**src/hdl/kwm_pkg.sv**
```systemverilog
// Package for the k-way sorted run merge unit.
// Holds the sizing constants and the control structs shared by the store,
// the scan unit and the top level. Depends on nothing.
package kwm_pkg;

    localparam int MAX_WAYS   = 8;
    localparam int DATA_WIDTH = 32;
    localparam int WAY_W      = $clog2(MAX_WAYS);
    localparam int CNT_W      = $clog2(MAX_WAYS + 1);
    localparam int CFG_W      = 4;
    localparam int IN_WAY_W   = 3;
    localparam logic [CFG_W-1:0] ACTIVE_WAYS_RESET = CFG_W'(2);

    typedef logic [MAX_WAYS-1:0]   way_vec_t;
    typedef logic [WAY_W-1:0]      way_idx_t;
    typedef logic [DATA_WIDTH-1:0] data_t;

    typedef struct packed {
        logic     wr_en;
        way_idx_t wr_way;
        data_t    wr_value;
        logic     wr_last;
        logic     pop_en;
        way_idx_t pop_way;
        logic     clear_all;
    } store_cmd_t;

    typedef struct packed {
        logic     clear;
        logic     load;
        way_idx_t way;
        data_t    value;
    } scan_ctl_t;

endpackage

```
**src/hdl/kwm_head_store.sv**
```systemverilog
// Head store of the merge unit: one head value per way, with valid, last
// and retired flags. Uses the command struct and sizes from kwm_pkg.
module kwm_head_store
    import kwm_pkg::*;
(
    input  logic       aclk,
    input  logic       aresetn,
    input  store_cmd_t cmd,
    input  way_idx_t   rd_way,
    output data_t      rd_value,
    output way_vec_t   valid_vec,
    output way_vec_t   last_vec,
    output way_vec_t   retired_vec
);

    data_t    head_value_reg [MAX_WAYS];
    way_vec_t valid_reg, valid_next;
    way_vec_t last_reg, last_next;
    way_vec_t retired_reg, retired_next;

    always_comb begin
        valid_next   = valid_reg;
        last_next    = last_reg;
        retired_next = retired_reg;
        if (cmd.clear_all) begin
            valid_next   = '0;
            last_next    = '0;
            retired_next = '0;
        end else begin
            if (cmd.pop_en) begin
                valid_next[cmd.pop_way] = 1'b0;
                if (last_reg[cmd.pop_way]) begin
                    retired_next[cmd.pop_way] = 1'b1;
                    last_next[cmd.pop_way]    = 1'b0;
                end
            end
            if (cmd.wr_en) begin
                valid_next[cmd.wr_way] = 1'b1;
                last_next[cmd.wr_way]  = cmd.wr_last;
            end
        end
    end

    always_ff @(posedge aclk) begin
        if (!aresetn) begin
            valid_reg   <= '0;
            last_reg    <= '0;
            retired_reg <= '0;
        end else begin
            valid_reg   <= valid_next;
            last_reg    <= last_next;
            retired_reg <= retired_next;
        end
    end

    always_ff @(posedge aclk) begin
        if (cmd.wr_en && !cmd.clear_all) begin
            head_value_reg[cmd.wr_way] <= cmd.wr_value;
        end
    end

    assign rd_value    = head_value_reg[rd_way];
    assign valid_vec   = valid_reg;
    assign last_vec    = last_reg;
    assign retired_vec = retired_reg;

endmodule

```
**src/hdl/kwm_min_scan.sv**
```systemverilog
// Shared signed comparator of the merge unit, fed one head per cycle.
// Keeps the running minimum and its way; the lowest way wins ties.
// Uses the control struct and sizes from kwm_pkg.
module kwm_min_scan
    import kwm_pkg::*;
(
    input  logic      aclk,
    input  logic      aresetn,
    input  scan_ctl_t ctl,
    output logic      found,
    output way_idx_t  best_way,
    output data_t     best_value
);

    logic     found_reg;
    way_idx_t best_way_reg;
    data_t    best_value_reg;
    logic     take;

    assign take = ctl.load &&
                  (!found_reg || ($signed(ctl.value) < $signed(best_value_reg)));

    always_ff @(posedge aclk) begin
        if (!aresetn) begin
            found_reg <= 1'b0;
        end else if (ctl.clear) begin
            found_reg <= 1'b0;
        end else if (take) begin
            found_reg <= 1'b1;
        end
    end

    always_ff @(posedge aclk) begin
        if (!ctl.clear && take) begin
            best_way_reg   <= ctl.way;
            best_value_reg <= ctl.value;
        end
    end

    assign found      = found_reg;
    assign best_way   = best_way_reg;
    assign best_value = best_value_reg;

endmodule

```
**src/hdl/k_way_sorted_run_merge_unit.sv**
```systemverilog
// K-way sorted run merge unit: top level with the sequencer and output register.
// An accepted item is written to the head store, then a scan over the active ways runs
// through the shared comparator, then a decision step and the result item; burst members
// after a retiring emit repeat the scan.
// Reset is synchronous and active low; it clears the head and scan flags and sets active ways to two.
// Depends on kwm_pkg, kwm_head_store and kwm_min_scan.
module k_way_sorted_run_merge_unit
    import kwm_pkg::*;
(
    input  logic                        aclk,
    input  logic                        aresetn,
    input  logic                        cfg_wr_en,
    input  logic [CFG_W-1:0]            cfg_wr_data,
    input  logic                        s_valid,
    output logic                        s_ready,
    input  logic [IN_WAY_W-1:0]         s_way_index,
    input  logic signed [DATA_WIDTH-1:0] s_element_value,
    input  logic                        s_last_in_run,
    output logic                        m_valid,
    input  logic                        m_ready,
    output logic signed [DATA_WIDTH-1:0] m_merged_value,
    output logic [IN_WAY_W-1:0]         m_source_way,
    output logic                        m_refill_wanted,
    output logic                        m_merge_done,
    output logic                        m_burst_last
);

    localparam logic [1:0] ST_IDLE = 2'd0;
    localparam logic [1:0] ST_SCAN = 2'd1;
    localparam logic [1:0] ST_PICK = 2'd2;
    localparam logic [1:0] ST_EMIT = 2'd3;

    logic [1:0]       state_reg, state_next;
    logic [CFG_W-1:0] active_ways_reg;
    way_idx_t         idx_reg, idx_next;

    data_t            out_value_reg;
    way_idx_t         out_way_reg;
    logic             out_refill_reg, out_done_reg;

    store_cmd_t       cmd;
    scan_ctl_t        sctl;
    data_t            rd_value;
    way_vec_t         valid_vec, last_vec, retired_vec;
    logic             found;
    way_idx_t         best_way;
    data_t            best_value;

    logic [CNT_W-1:0] way_cnt;
    way_vec_t         active_mask;
    way_vec_t         retired_after;
    logic             done_now;
    logic             in_acc, in_take, out_acc, scan_end;
    way_idx_t         in_way;

    always_comb begin
        if (active_ways_reg == '0) begin
            way_cnt = CNT_W'(1);
        end else if (CNT_W'(active_ways_reg) > CNT_W'(MAX_WAYS)) begin
            way_cnt = CNT_W'(MAX_WAYS);
        end else begin
            way_cnt = CNT_W'(active_ways_reg);
        end
        for (int i = 0; i < MAX_WAYS; i++) begin
            active_mask[i] = CNT_W'(i) < way_cnt;
        end
    end

    assign in_way   = WAY_W'(s_way_index);
    assign s_ready  = (state_reg == ST_IDLE);
    assign in_acc   = s_valid && s_ready;
    assign in_take  = in_acc && (CNT_W'(s_way_index) < way_cnt) &&
                      !retired_vec[in_way] && !valid_vec[in_way];
    assign out_acc  = m_valid && m_ready;
    assign scan_end = (CNT_W'(idx_reg) == way_cnt - CNT_W'(1));

    always_comb begin
        retired_after = retired_vec;
        if (last_vec[best_way]) begin
            retired_after[best_way] = 1'b1;
        end
        done_now = &(retired_after | ~active_mask);
    end

    always_comb begin
        state_next = state_reg;
        idx_next   = idx_reg;
        sctl       = '0;
        sctl.way   = idx_reg;
        sctl.value = rd_value;
        unique case (state_reg)
            ST_IDLE: begin
                if (in_take) begin
                    state_next = ST_SCAN;
                    idx_next   = '0;
                    sctl.clear = 1'b1;
                end
            end
            ST_SCAN: begin
                if (!retired_vec[idx_reg] && !valid_vec[idx_reg]) begin
                    state_next = ST_IDLE;
                end else begin
                    sctl.load = !retired_vec[idx_reg];
                    if (scan_end) begin
                        state_next = ST_PICK;
                    end else begin
                        idx_next = idx_reg + WAY_W'(1);
                    end
                end
            end
            ST_PICK: begin
                state_next = found ? ST_EMIT : ST_IDLE;
            end
            ST_EMIT: begin
                if (out_acc) begin
                    if (out_refill_reg || out_done_reg) begin
                        state_next = ST_IDLE;
                    end else begin
                        state_next = ST_SCAN;
                        idx_next   = '0;
                        sctl.clear = 1'b1;
                    end
                end
            end
            default: state_next = ST_IDLE;
        endcase
    end

    always_comb begin
        cmd           = '0;
        cmd.wr_en     = in_take;
        cmd.wr_way    = in_way;
        cmd.wr_value  = s_element_value;
        cmd.wr_last   = s_last_in_run;
        cmd.pop_en    = out_acc;
        cmd.pop_way   = out_way_reg;
        cmd.clear_all = out_acc && out_done_reg;
    end

    always_ff @(posedge aclk) begin
        if (!aresetn) begin
            state_reg       <= ST_IDLE;
            idx_reg         <= '0;
            active_ways_reg <= ACTIVE_WAYS_RESET;
        end else begin
            state_reg <= state_next;
            idx_reg   <= idx_next;
            if (cfg_wr_en) begin
                active_ways_reg <= cfg_wr_data;
            end
        end
    end

    always_ff @(posedge aclk) begin
        if (state_reg == ST_PICK) begin
            out_value_reg  <= best_value;
            out_way_reg    <= best_way;
            out_refill_reg <= !last_vec[best_way];
            out_done_reg   <= done_now;
        end
    end

    kwm_head_store u_store (
        .aclk        (aclk),
        .aresetn     (aresetn),
        .cmd         (cmd),
        .rd_way      (idx_reg),
        .rd_value    (rd_value),
        .valid_vec   (valid_vec),
        .last_vec    (last_vec),
        .retired_vec (retired_vec)
    );

    kwm_min_scan u_scan (
        .aclk       (aclk),
        .aresetn    (aresetn),
        .ctl        (sctl),
        .found      (found),
        .best_way   (best_way),
        .best_value (best_value)
    );

    assign m_valid         = (state_reg == ST_EMIT);
    assign m_merged_value  = out_value_reg;
    assign m_source_way    = IN_WAY_W'(out_way_reg);
    assign m_refill_wanted = out_refill_reg;
    assign m_merge_done    = out_done_reg;
    assign m_burst_last    = out_refill_reg || out_done_reg;

    a_no_overlap: assert property (@(posedge aclk) disable iff (!aresetn)
        !(s_ready && m_valid))
        else $error("input taken while a result item is pending");

    a_done_clears: assert property (@(posedge aclk) disable iff (!aresetn)
        (m_valid && m_ready && m_merge_done) |=> (retired_vec == '0 && valid_vec == '0))
        else $error("state not cleared after the final retire");

    a_emit_valid_head: assert property (@(posedge aclk) disable iff (!aresetn)
        m_valid |-> valid_vec[out_way_reg])
        else $error("result item taken from a way without a head");

    a_refill_unretired: assert property (@(posedge aclk) disable iff (!aresetn)
        (m_valid && m_ready && m_refill_wanted) |=> !retired_vec[$past(out_way_reg)])
        else $error("way retired although a refill was asked for");

endmodule
```
**config.mk**
```make
export PLATFORM = sky130hd
export DESIGN_NAME = k_way_sorted_run_merge_unit
export DESIGN_NICKNAME = d
export VERILOG_FILES = /design/src/hdl/kwm_pkg.sv /design/src/hdl/kwm_head_store.sv /design/src/hdl/kwm_min_scan.sv /design/src/hdl/k_way_sorted_run_merge_unit.sv
export SDC_FILE = /design/constraint.sdc
export NUM_CORES = 1
export LEC_CHECK = 0
export ABC_AREA = 1
export BUFFER_PORTS_ARGS = -buffer_cell sky130_fd_sc_hd__buf_2
export CELL_PAD_IN_SITES_DETAIL_PLACEMENT = 0
export CELL_PAD_IN_SITES_GLOBAL_PLACEMENT = 1
export CORE_MARGIN = 4
export CORE_UTILIZATION = 35
export DETAILED_ROUTE_END_ITERATION = 10
export PLACE_DENSITY = 0.67
export SLEW_MARGIN = 20
export SYNTH_ARGS = -nofsm -noshare
export SYNTH_HDL_FRONTEND = slang
export SYNTH_SLANG_ARGS = --single-unit
```
**constraint.sdc**
```tcl
create_clock -name aclk -period 4.85 [get_ports aclk]
set_input_delay 0.485 -clock aclk [delete_from_list [all_inputs] [get_ports aclk]]
set_output_delay 0.485 -clock aclk [all_outputs]
set_load 0.02 [all_outputs]
```
==> results of run 1 <==
[final cells by class]
cell class | count | area share (%)
clock buffers | 47 | 5.882
clock inverters | 24 | 1.355
inverters | 103 | 2.200
multi-input cells | 743 | 22.46
flip-flops and latches | 365 | 60.08
well taps | 577 | 4.094
repair buffers | 107 | 3.931
[power by group]
part | internal, mW | switching [mW] | total, mW
sequential | 3.67 | 0.132 | 3.80
clock | 1.75 | 1.21 | 2.96
combinational | 0.484 | 1.02 | 1.51
total | 5.90 | 2.37 | 8.26
[tightest hold or removal path: stages]
cell                      delay [ps]
sky130_fd_sc_hd__buf_2            80
sky130_fd_sc_hd__a21oi_1          50
sky130_fd_sc_hd__o21ai_0          60
[through the flow]
step / hold slack [ps] / power (mW) / instances / util (%) / setup slack (ps)
2_1_floorplan: 402.9 / 4.840 / 1266 / - / 496.0
3_5_place_dp: 440.9 / 5.377 / 1895 / 38.63 / 941.1
4_1_cts: 150.4 / 8.348 / 1966 / 41.64 / 919.9
3_3_place_gp: 432.9 / 5.369 / 1895 / 38.63 / 983.3
6_report: 173.0 / 8.263 / 1966 / 41.67 / 925.3
5_1_grt: 200.8 / 8.684 / 1966 / 41.67 / 625.0
[layout by cell type, fill, tap and decap left out, types with 12 or more instances in the layout]
| cell | count |
|---|---|
| sky130_fd_sc_hd__o22ai_1 | 33 |
| sky130_fd_sc_hd__clkbuf_16 | 40 |
| sky130_fd_sc_hd__inv_1 | 91 |
| sky130_fd_sc_hd__ha_1 | 41 |
| sky130_fd_sc_hd__a31oi_1 | 33 |
| sky130_fd_sc_hd__dfxtp_1 | 35 |
| sky130_fd_sc_hd__nor2_1 | 245 |
| sky130_fd_sc_hd__buf_2 | 84 |
| sky130_fd_sc_hd__o21ai_0 | 158 |
| sky130_fd_sc_hd__buf_4 | 15 |
| sky130_fd_sc_hd__a21oi_1 | 51 |
| sky130_fd_sc_hd__a211oi_1 | 12 |
| sky130_fd_sc_hd__nand2_1 | 72 |
| sky130_fd_sc_hd__nand3_1 | 23 |
| sky130_fd_sc_hd__edfxtp_1 | 328 |
| sky130_fd_sc_hd__o21ai_1 | 12 |
[cells by family (layout without fill, tap and decap cells)]
family / Yosys count / count (layout) / share of synthesized area, %
simple gates: 383 / 383 / 10.39
flops: 365 / 365 / 70.18
compound gates: 313 / 313 / 11.50
buf+inv: 158 / 281 / 4.105
fa+ha+maj: 42 / 42 / 3.483
xor+xnor: 5 / 5 / 0.3400
[path summary, 6_finish.rpt]
path	startpoint	end	slack, ps	cells after the start
worst max-delay path	flop	u_scan.best_value[16]	930	18
worst min-delay path	cfg_wr_data[1]	active_ways_reg[1]	170	3
worst max register to register	flop	u_scan.best_value[16]	930	18
worst min register to register	u_scan.best_value[20]	m_merged_value[20]	460	0
[layer usage]
layer / GRT usage (%) / up-vias / part of all wire, %
met4: 3.822 / 8 / 1.8
met5: 0 / - / 0.13
met2: 25.63 / 241 / 46
li1: - / 4732 / -
met3: 3.024 / 56 / 5.3
met1: 22.11 / 4755 / 47
==> results.txt, run 1 <==
----------------------------------------------------
[Status]
  Status ... finished, final reports clean

[Global route]
  Vias in the first global route ... 9517
  Global-route wire length before repair ... 57.02 mm
  Leftover overflow at the end of global routing ... 0
  Initial antenna violation count ... 5
  Pin count of the biggest net entering global routing ... 70
  Overall fraction of global-route tracks in use ... 15.81%

[Worst setup path]
  Critical Path End Type ... flop
  Required time of the critical path ... 5070 ps
  CP top delay family ... simple AND/OR/NAND/NOR gates
  Cell type of the slowest stage on the worst timing path ... sky130_fd_sc_hd__dfxtp_4
  Largest stage delay on the critical path ... 630 ps
  Crit path cell chain ... buf_12 -> o21ai_0 -> o22ai_1 -> nor2_1 -> a31oi_1 -> ha_1 -> nand2_1 -> nor2_1 -> a211oi_1 -> nand2_1 -> nand2_1 -> nand2_1 -> nand2_1 -> nand3_1 -> nand2_1 -> nor2_1 -> nor2_4 -> buf_12
  Arrival time at the worst endpoint ... 4150 ps
  Most used cell along the critical path ... sky130_fd_sc_hd__nand2_1
  Category of the worst setup path launch point ... flop
  CP Class ... reg2reg
  Max Fanout on Critical Path ... 69
  Buffers plus inverters on the worst setup path ... 2

[Synth]
  Sequential cell area fraction in the yosys report ... 70.18%
  Share of async-settable or async-resettable flops after synthesis ... 0%
  Count of unique library cells instantiated by Yosys ... 47
  Leading cell types by count after synthesis ... 328 x sky130_fd_sc_hd__edfxtp_1, 254 x sky130_fd_sc_hd__nor2_1, 158 x sky130_fd_sc_hd__o21ai_0
  Most frequent cell after synthesis ... sky130_fd_sc_hd__edfxtp_1
  Syn Inst Count ... 1266
  Synth area leader ... sky130_fd_sc_hd__edfxtp_1
  Count of flip-flops with a built-in enable after synthesis ... 328
  Count of yosys warnings during synthesis ... 0
  Fraction of synthesized cell area taken by the top area cell type ... 65.27%
  Synthesized Nets ... 1353
  Dominant synthesized flop cell ... sky130_fd_sc_hd__edfxtp_1
  Largest cells by area after synthesis ... sky130_fd_sc_hd__edfxtp_1 65%, sky130_fd_sc_hd__nor2_1 6.3%, sky130_fd_sc_hd__o21ai_0 5.2%
  Flip-flop and latch count after synthesis ... 365
  Summed instance area of the synthesized netlist ... 0.01509 sq mm
  Synth Area per Inst ... 11.92 sq um

[STA]
  Maximum achievable frequency ... 254.8 MHz
  Aggregate negative setup slack ... 0 ps
  Post-route clock period utilization ... 80.92%
  Worst slew margin relative to its limit ... 32.18%
  Pin slew with the least headroom to its limit ... 1015 ps
  Count of final setup violators ... 0
  Worst clock skew ... 29.61 ps
  Minimum clock period ... 3925 ps
  Number of hold violations in the final report ... 0
  Final Slew Violations ... 0
  Setup repair after global routing missed its margin ... no

[Place]
  DP HPWL ... 23.57 mm
  Routability Congestion ... 0.8265
  Standard cell area after detailed placement ... 0.01635 sq mm
  Input/output buffers ... 84

[Routing]
  Avg Vias per Cell ... 4.981
  DRC ... 0
  Number of design-rule violations left by the first detailed-router iteration ... 743
  Vias post-DR ... 9792
  Number of iterations in the first detailed-routing pass ... 5
  Total wirelength of the detailed-routed design ... 37.36 mm
  Post-detailed-route wirelength per cell ... 19.00 um
  Routed Antenna Nets ... 0

[Pwr]
  Leakage power summed over all cells ... 6.249 nW
  Power density of the placed cells ... 468.6 mW/mm^2
  Highest ir drop seen on vdd ... 223.4 uV

[Floorplan]
  Number of I/O pins ... 85
  Overall die height ... 215.6 um
  Die span in x ... 215.6 um
  Total core area ... 0.04232 sq mm
  Effective utilization at floorplan ... 35.65%
  Number of placement rows ... 75
  Total Die Area ... 0.04650 sq mm

[Clock network]
  Clock sinks ... 365
  Clock root buffer ... sky130_fd_sc_hd__clkbuf_16
  H-tree lvl count ... 2
  CTS Buf Count ... 39
  Clk_lat worst skew ... 550 ps
  CTS tree ... built
  Resize count post-CTS ... 0
  Setup fix buffers added after clock tree synthesis ... 0
  Hold-fix buffer count after cts ... 0
  Post-CTS clock slew at the launch and capture registers of the worst setup and hold paths ... 60 ps
  CTS max path bufs ... 3

[Min path]
  Hold/Removal Path Class ... in2reg

[Final layout]
  Number of fill cells ... 3952
  Cell area after layout ... 0.01763 sq mm
  Share of layout cells above drive strength 1 ... 14.61%
  Total area of multi-input combinational cells ... 0.003960 sq mm
  Synthesis-to-layout area growth ... 16.87%
  Layout Nets ... 1446
  Area occupied by registers ... 0.01060 sq mm
  Max reg flops ... 256
  Inserted Diodes ... 0

[Job]
  Max-cap violation count ... 0

----------------------------------------------------
Note: power is estimated with default switching activity, not from simulation.
==> run 2, diff against run 1 <==
--- a/config.mk
+++ b/config.mk
@@ -5,14 +5,14 @@
 export SDC_FILE = /design/constraint.sdc
 export NUM_CORES = 1
 export LEC_CHECK = 0
-export ABC_AREA = 1
+export ABC_AREA = 0
 export BUFFER_PORTS_ARGS = -buffer_cell sky130_fd_sc_hd__buf_2
 export CELL_PAD_IN_SITES_DETAIL_PLACEMENT = 0
 export CELL_PAD_IN_SITES_GLOBAL_PLACEMENT = 1
 export CORE_MARGIN = 4
 export CORE_UTILIZATION = 35
 export DETAILED_ROUTE_END_ITERATION = 10
-export PLACE_DENSITY = 0.67
+export PLACE_DENSITY = 0.65
 export SLEW_MARGIN = 20
 export SYNTH_ARGS = -nofsm -noshare
 export SYNTH_HDL_FRONTEND = slang
==> constraint.sdc (replaced) <==
create_clock -name aclk -period 4.1 [get_ports aclk]
set_input_delay 0.41 -clock aclk [delete_from_list [all_inputs] [get_ports aclk]]
set_output_delay 0.41 -clock aclk [all_outputs]
set_load 0.02 [all_outputs]
==> results.txt, run 2 <==
----------------------------------------------------
[Synth]
  Share of async-settable or async-resettable flops after synthesis ... 0%
  Count of unique library cells instantiated by Yosys ... 62
  Flip-flop and latch count after synthesis ... 365
  Largest cells by area after synthesis ... sky130_fd_sc_hd__edfxtp_1 66%, sky130_fd_sc_hd__mux4_2 10%, sky130_fd_sc_hd__dfxtp_1 4.9%
  Post-Synth Simple-Gate Area ... 4.886%
  Adder-cell share of the synthesized area ... 3.508%
  Most frequent cell after synthesis ... sky130_fd_sc_hd__edfxtp_1
  Fraction of synthesized cell area taken by the top area cell type ... 65.74%
  Synth Area per Inst ... 17.92 sq um
  Summed instance area of the synthesized netlist ... 0.01498 sq mm
  Count of yosys warnings during synthesis ... 0
  Leading cell types by count after synthesis ... 328 x sky130_fd_sc_hd__edfxtp_1, 69 x sky130_fd_sc_hd__mux4_2, 43 x sky130_fd_sc_hd__inv_1
  Synthesized-area fraction occupied by ao, oa, aoi and oai cells ... 4.568%
  Synth area leader ... sky130_fd_sc_hd__edfxtp_1
  Syn Inst Count ... 836
  Dominant synthesized flop cell ... sky130_fd_sc_hd__edfxtp_1
  Xor/xnor cell area share of the yosys netlist ... 0.1754%
  Share of cell area taken by muxes after synthesis ... 14.06%
  Count of flip-flops with a built-in enable after synthesis ... 328
  Synthesized Nets ... 923
  Sequential cell area fraction in the yosys report ... 70.69%
  Main combinational cell family by area after synthesis ... multiplexers

[Floorplan]
  Effective utilization at floorplan ... 35.56%
  Total core area ... 0.04213 sq mm
  Number of placement rows ... 75
  Die span in x ... 214.9 um
  Total Die Area ... 0.04618 sq mm
  Number of I/O pins ... 85
  Overall die height ... 214.9 um

[STA]
  Minimum clock period ... 3871 ps
  Count of final setup violators ... 0
  Post-route clock period utilization ... 94.41%
  Worst clock skew ... 19.91 ps
  Number of hold violations in the final report ... 0
  Minimum hold slack ... 85.42 ps
  Maximum achievable frequency ... 258.3 MHz
  Worst slew margin relative to its limit ... 44.30%
  Final Slew Violations ... 0
  Pin slew with the least headroom to its limit ... 835.5 ps
  Setup repair after global routing missed its margin ... no
  Setup slack of the critical path after layout ... 229.1 ps

[Global route]
  Vias in the first global route ... 8123
  Pin count of the biggest net entering global routing ... 40
  Overall fraction of global-route tracks in use ... 14.63%
  Global-route wire length before repair ... 51.27 mm
  Busiest layer in global routing ... met2
  Initial antenna violation count ... 4
  Routing usage on met2 ... 23.17%
  Met1 usage ... 20.46%
  Leftover overflow at the end of global routing ... 0
  Met3 Use GR ... 3.785%

[Clock network]
  Clk_lat worst skew ... 550 ps
  CTS max path bufs ... 3
  H-tree lvl count ... 2
  CTS tree ... built
  Clock sinks ... 365
  CTS Buf Count ... 40
  Post-CTS clock slew at the launch and capture registers of the worst setup and hold paths ... 60 ps
  Clock root buffer ... sky130_fd_sc_hd__clkbuf_16
  Resize count post-CTS ... 0
  Hold-fix buffer count after cts ... 0
  Setup fix buffers added after clock tree synthesis ... 0

[Min path]
  Cells on Worst Hold Path ... 3
  Terminating pin of the worst hold path ... active_ways_reg[1]
  Hold/Removal Path Class ... in2reg
  Min-delay src ... cfg_wr_data[1]

[Worst setup path]
  Worst reg2reg setup slack ... 230 ps
  Arrival time at the worst endpoint ... 4100 ps
  Crit path cell chain ... buf_12 -> mux4_2 -> mux2_2 -> ha_1 -> nand4_1 -> nor4_2 -> o221ai_1 -> o211ai_1 -> o22ai_2 -> a311oi_4 -> buf_4
  Cell type of the slowest stage on the worst timing path ... sky130_fd_sc_hd__dfxtp_4
  Largest stage delay on the critical path ... 490 ps
  Required time of the critical path ... 4320 ps
  Critical Path End Type ... flop
  CP Class ... reg2reg
  Worst reg2reg endpoint ... u_scan.best_value[0]
  Category of the worst setup path launch point ... flop
  Number of cells traversed by the worst register-to-register path ... 11
  Max Fanout on Critical Path ... 16

[Routing]
  Number of design-rule violations left by the first detailed-router iteration ... 601
  Post-detailed-route wirelength per cell ... 22.15 um
  Vias post-DR ... 7814
  Number of iterations in the first detailed-routing pass ... 4
  Avg Vias per Cell ... 5.134
  Total wirelength of the detailed-routed design ... 33.71 mm
  DRC ... 0
  Routed Antenna Nets ... 0

[Final layout]
  Max reg flops ... 256
  Cell area after layout ... 0.01763 sq mm
  Share of layout cells above drive strength 1 ... 30.48%
  Core utilization of the finished layout ... 41.85%
  Non-filler cells, final ... 1522
  Layout Nets ... 1039
  Highest-count cells in the layout ignoring fill and taps ... 328 x sky130_fd_sc_hd__edfxtp_1, 84 x sky130_fd_sc_hd__buf_2, 69 x sky130_fd_sc_hd__mux4_2, 43 x sky130_fd_sc_hd__inv_1
  Leading cell type in the layout, fill and taps excluded ... sky130_fd_sc_hd__edfxtp_1
  Synthesis-to-layout area growth ... 17.69%

[Status]
  Status ... finished, final reports clean

[Pwr]
  Highest ir drop seen on vdd ... 275.8 uV
  Leakage power summed over all cells ... 5.841 nW
  Power density of the placed cells ... 450.2 mW/mm^2

[Place]
  Pre-CTS setup slack ... 237.7 ps
  DP HPWL ... 21.19 mm
  Routability Congestion ... 0.7872
  Standard cell area after detailed placement ... 0.01635 sq mm
  Number of placed cells counting well taps ... 1449
  Input/output buffers ... 84

[Job]
  Max-cap violation count ... 0

----------------------------------------------------
==> run 2: power by group <==
group / internal (mW) / switching, mW / total, mW
Clock: 2.05 / 1.44 / 3.48
Sequential: 4.10 / 0.0244 / 4.13
Combinational: 0.117 / 0.211 / 0.327
==> run 2: kinds of logic after synthesis <==
| family | Yosys count |
|---|---|
| buffers and inverters | 78 |
| flip-flops | 365 |
| XOR/XNOR | 3 |
| AO/OA/AOI/OAI | 91 |
| multiplexers | 120 |
| AND/OR/NAND/NOR | 137 |
| adder cells (fa/ha/maj) | 42 |
==> run 2: per-stage QoR <==
step	TNS, ps	total power, mW
floorplan	-22590	4.396
global placement	0	4.530
detailed placement	0	4.536
CTS	0	8.042
global route	0	8.237
finish	0	7.938
==> run 2: metal layers <==
layer	vias up	wire [um]
met1	3995	15360
met5	-	13
met3	54	1945
li1	3577	-
met2	186	15790
met4	2	603
==> run 2: worst max-delay path by stage <==
stage	startpoint	to	slack (ps)	cells after the start
after floorplan	active_ways_reg[3]	u_store.head_value_reg[5][0]	-240	8
after global placement	flop	u_scan.best_value[5]	290	11
after detailed placement	flop	u_scan.best_way[1]	240	11
after CTS	flop	u_scan.best_value[12]	190	11
after global routing	flop	u_scan.best_value[3]	30	11
final	flop	u_scan.best_value[0]	230	11
==> run 2: cell type report <==
class | instances | area (sq um)
diodes | 2 | 5.005
clock inverters | 26 | 246.5
inverters | 43 | 161.4
repair buffers | 109 | 720.7
multi-input cells | 393 | 4208
fillers | 3725 | 24500
well taps | 539 | 674.4
flip-flops and latches | 365 | 10600
clock buffers | 45 | 1020
==> run 2: worst max-delay path: cells and delay by family, from the launching register on <==
family	cells	cell delay, ps
fa+ha+maj	1	320
buf+inv	2	510
compound gates	4	840
simple gates	2	580
flops	1	490
mux	2	780
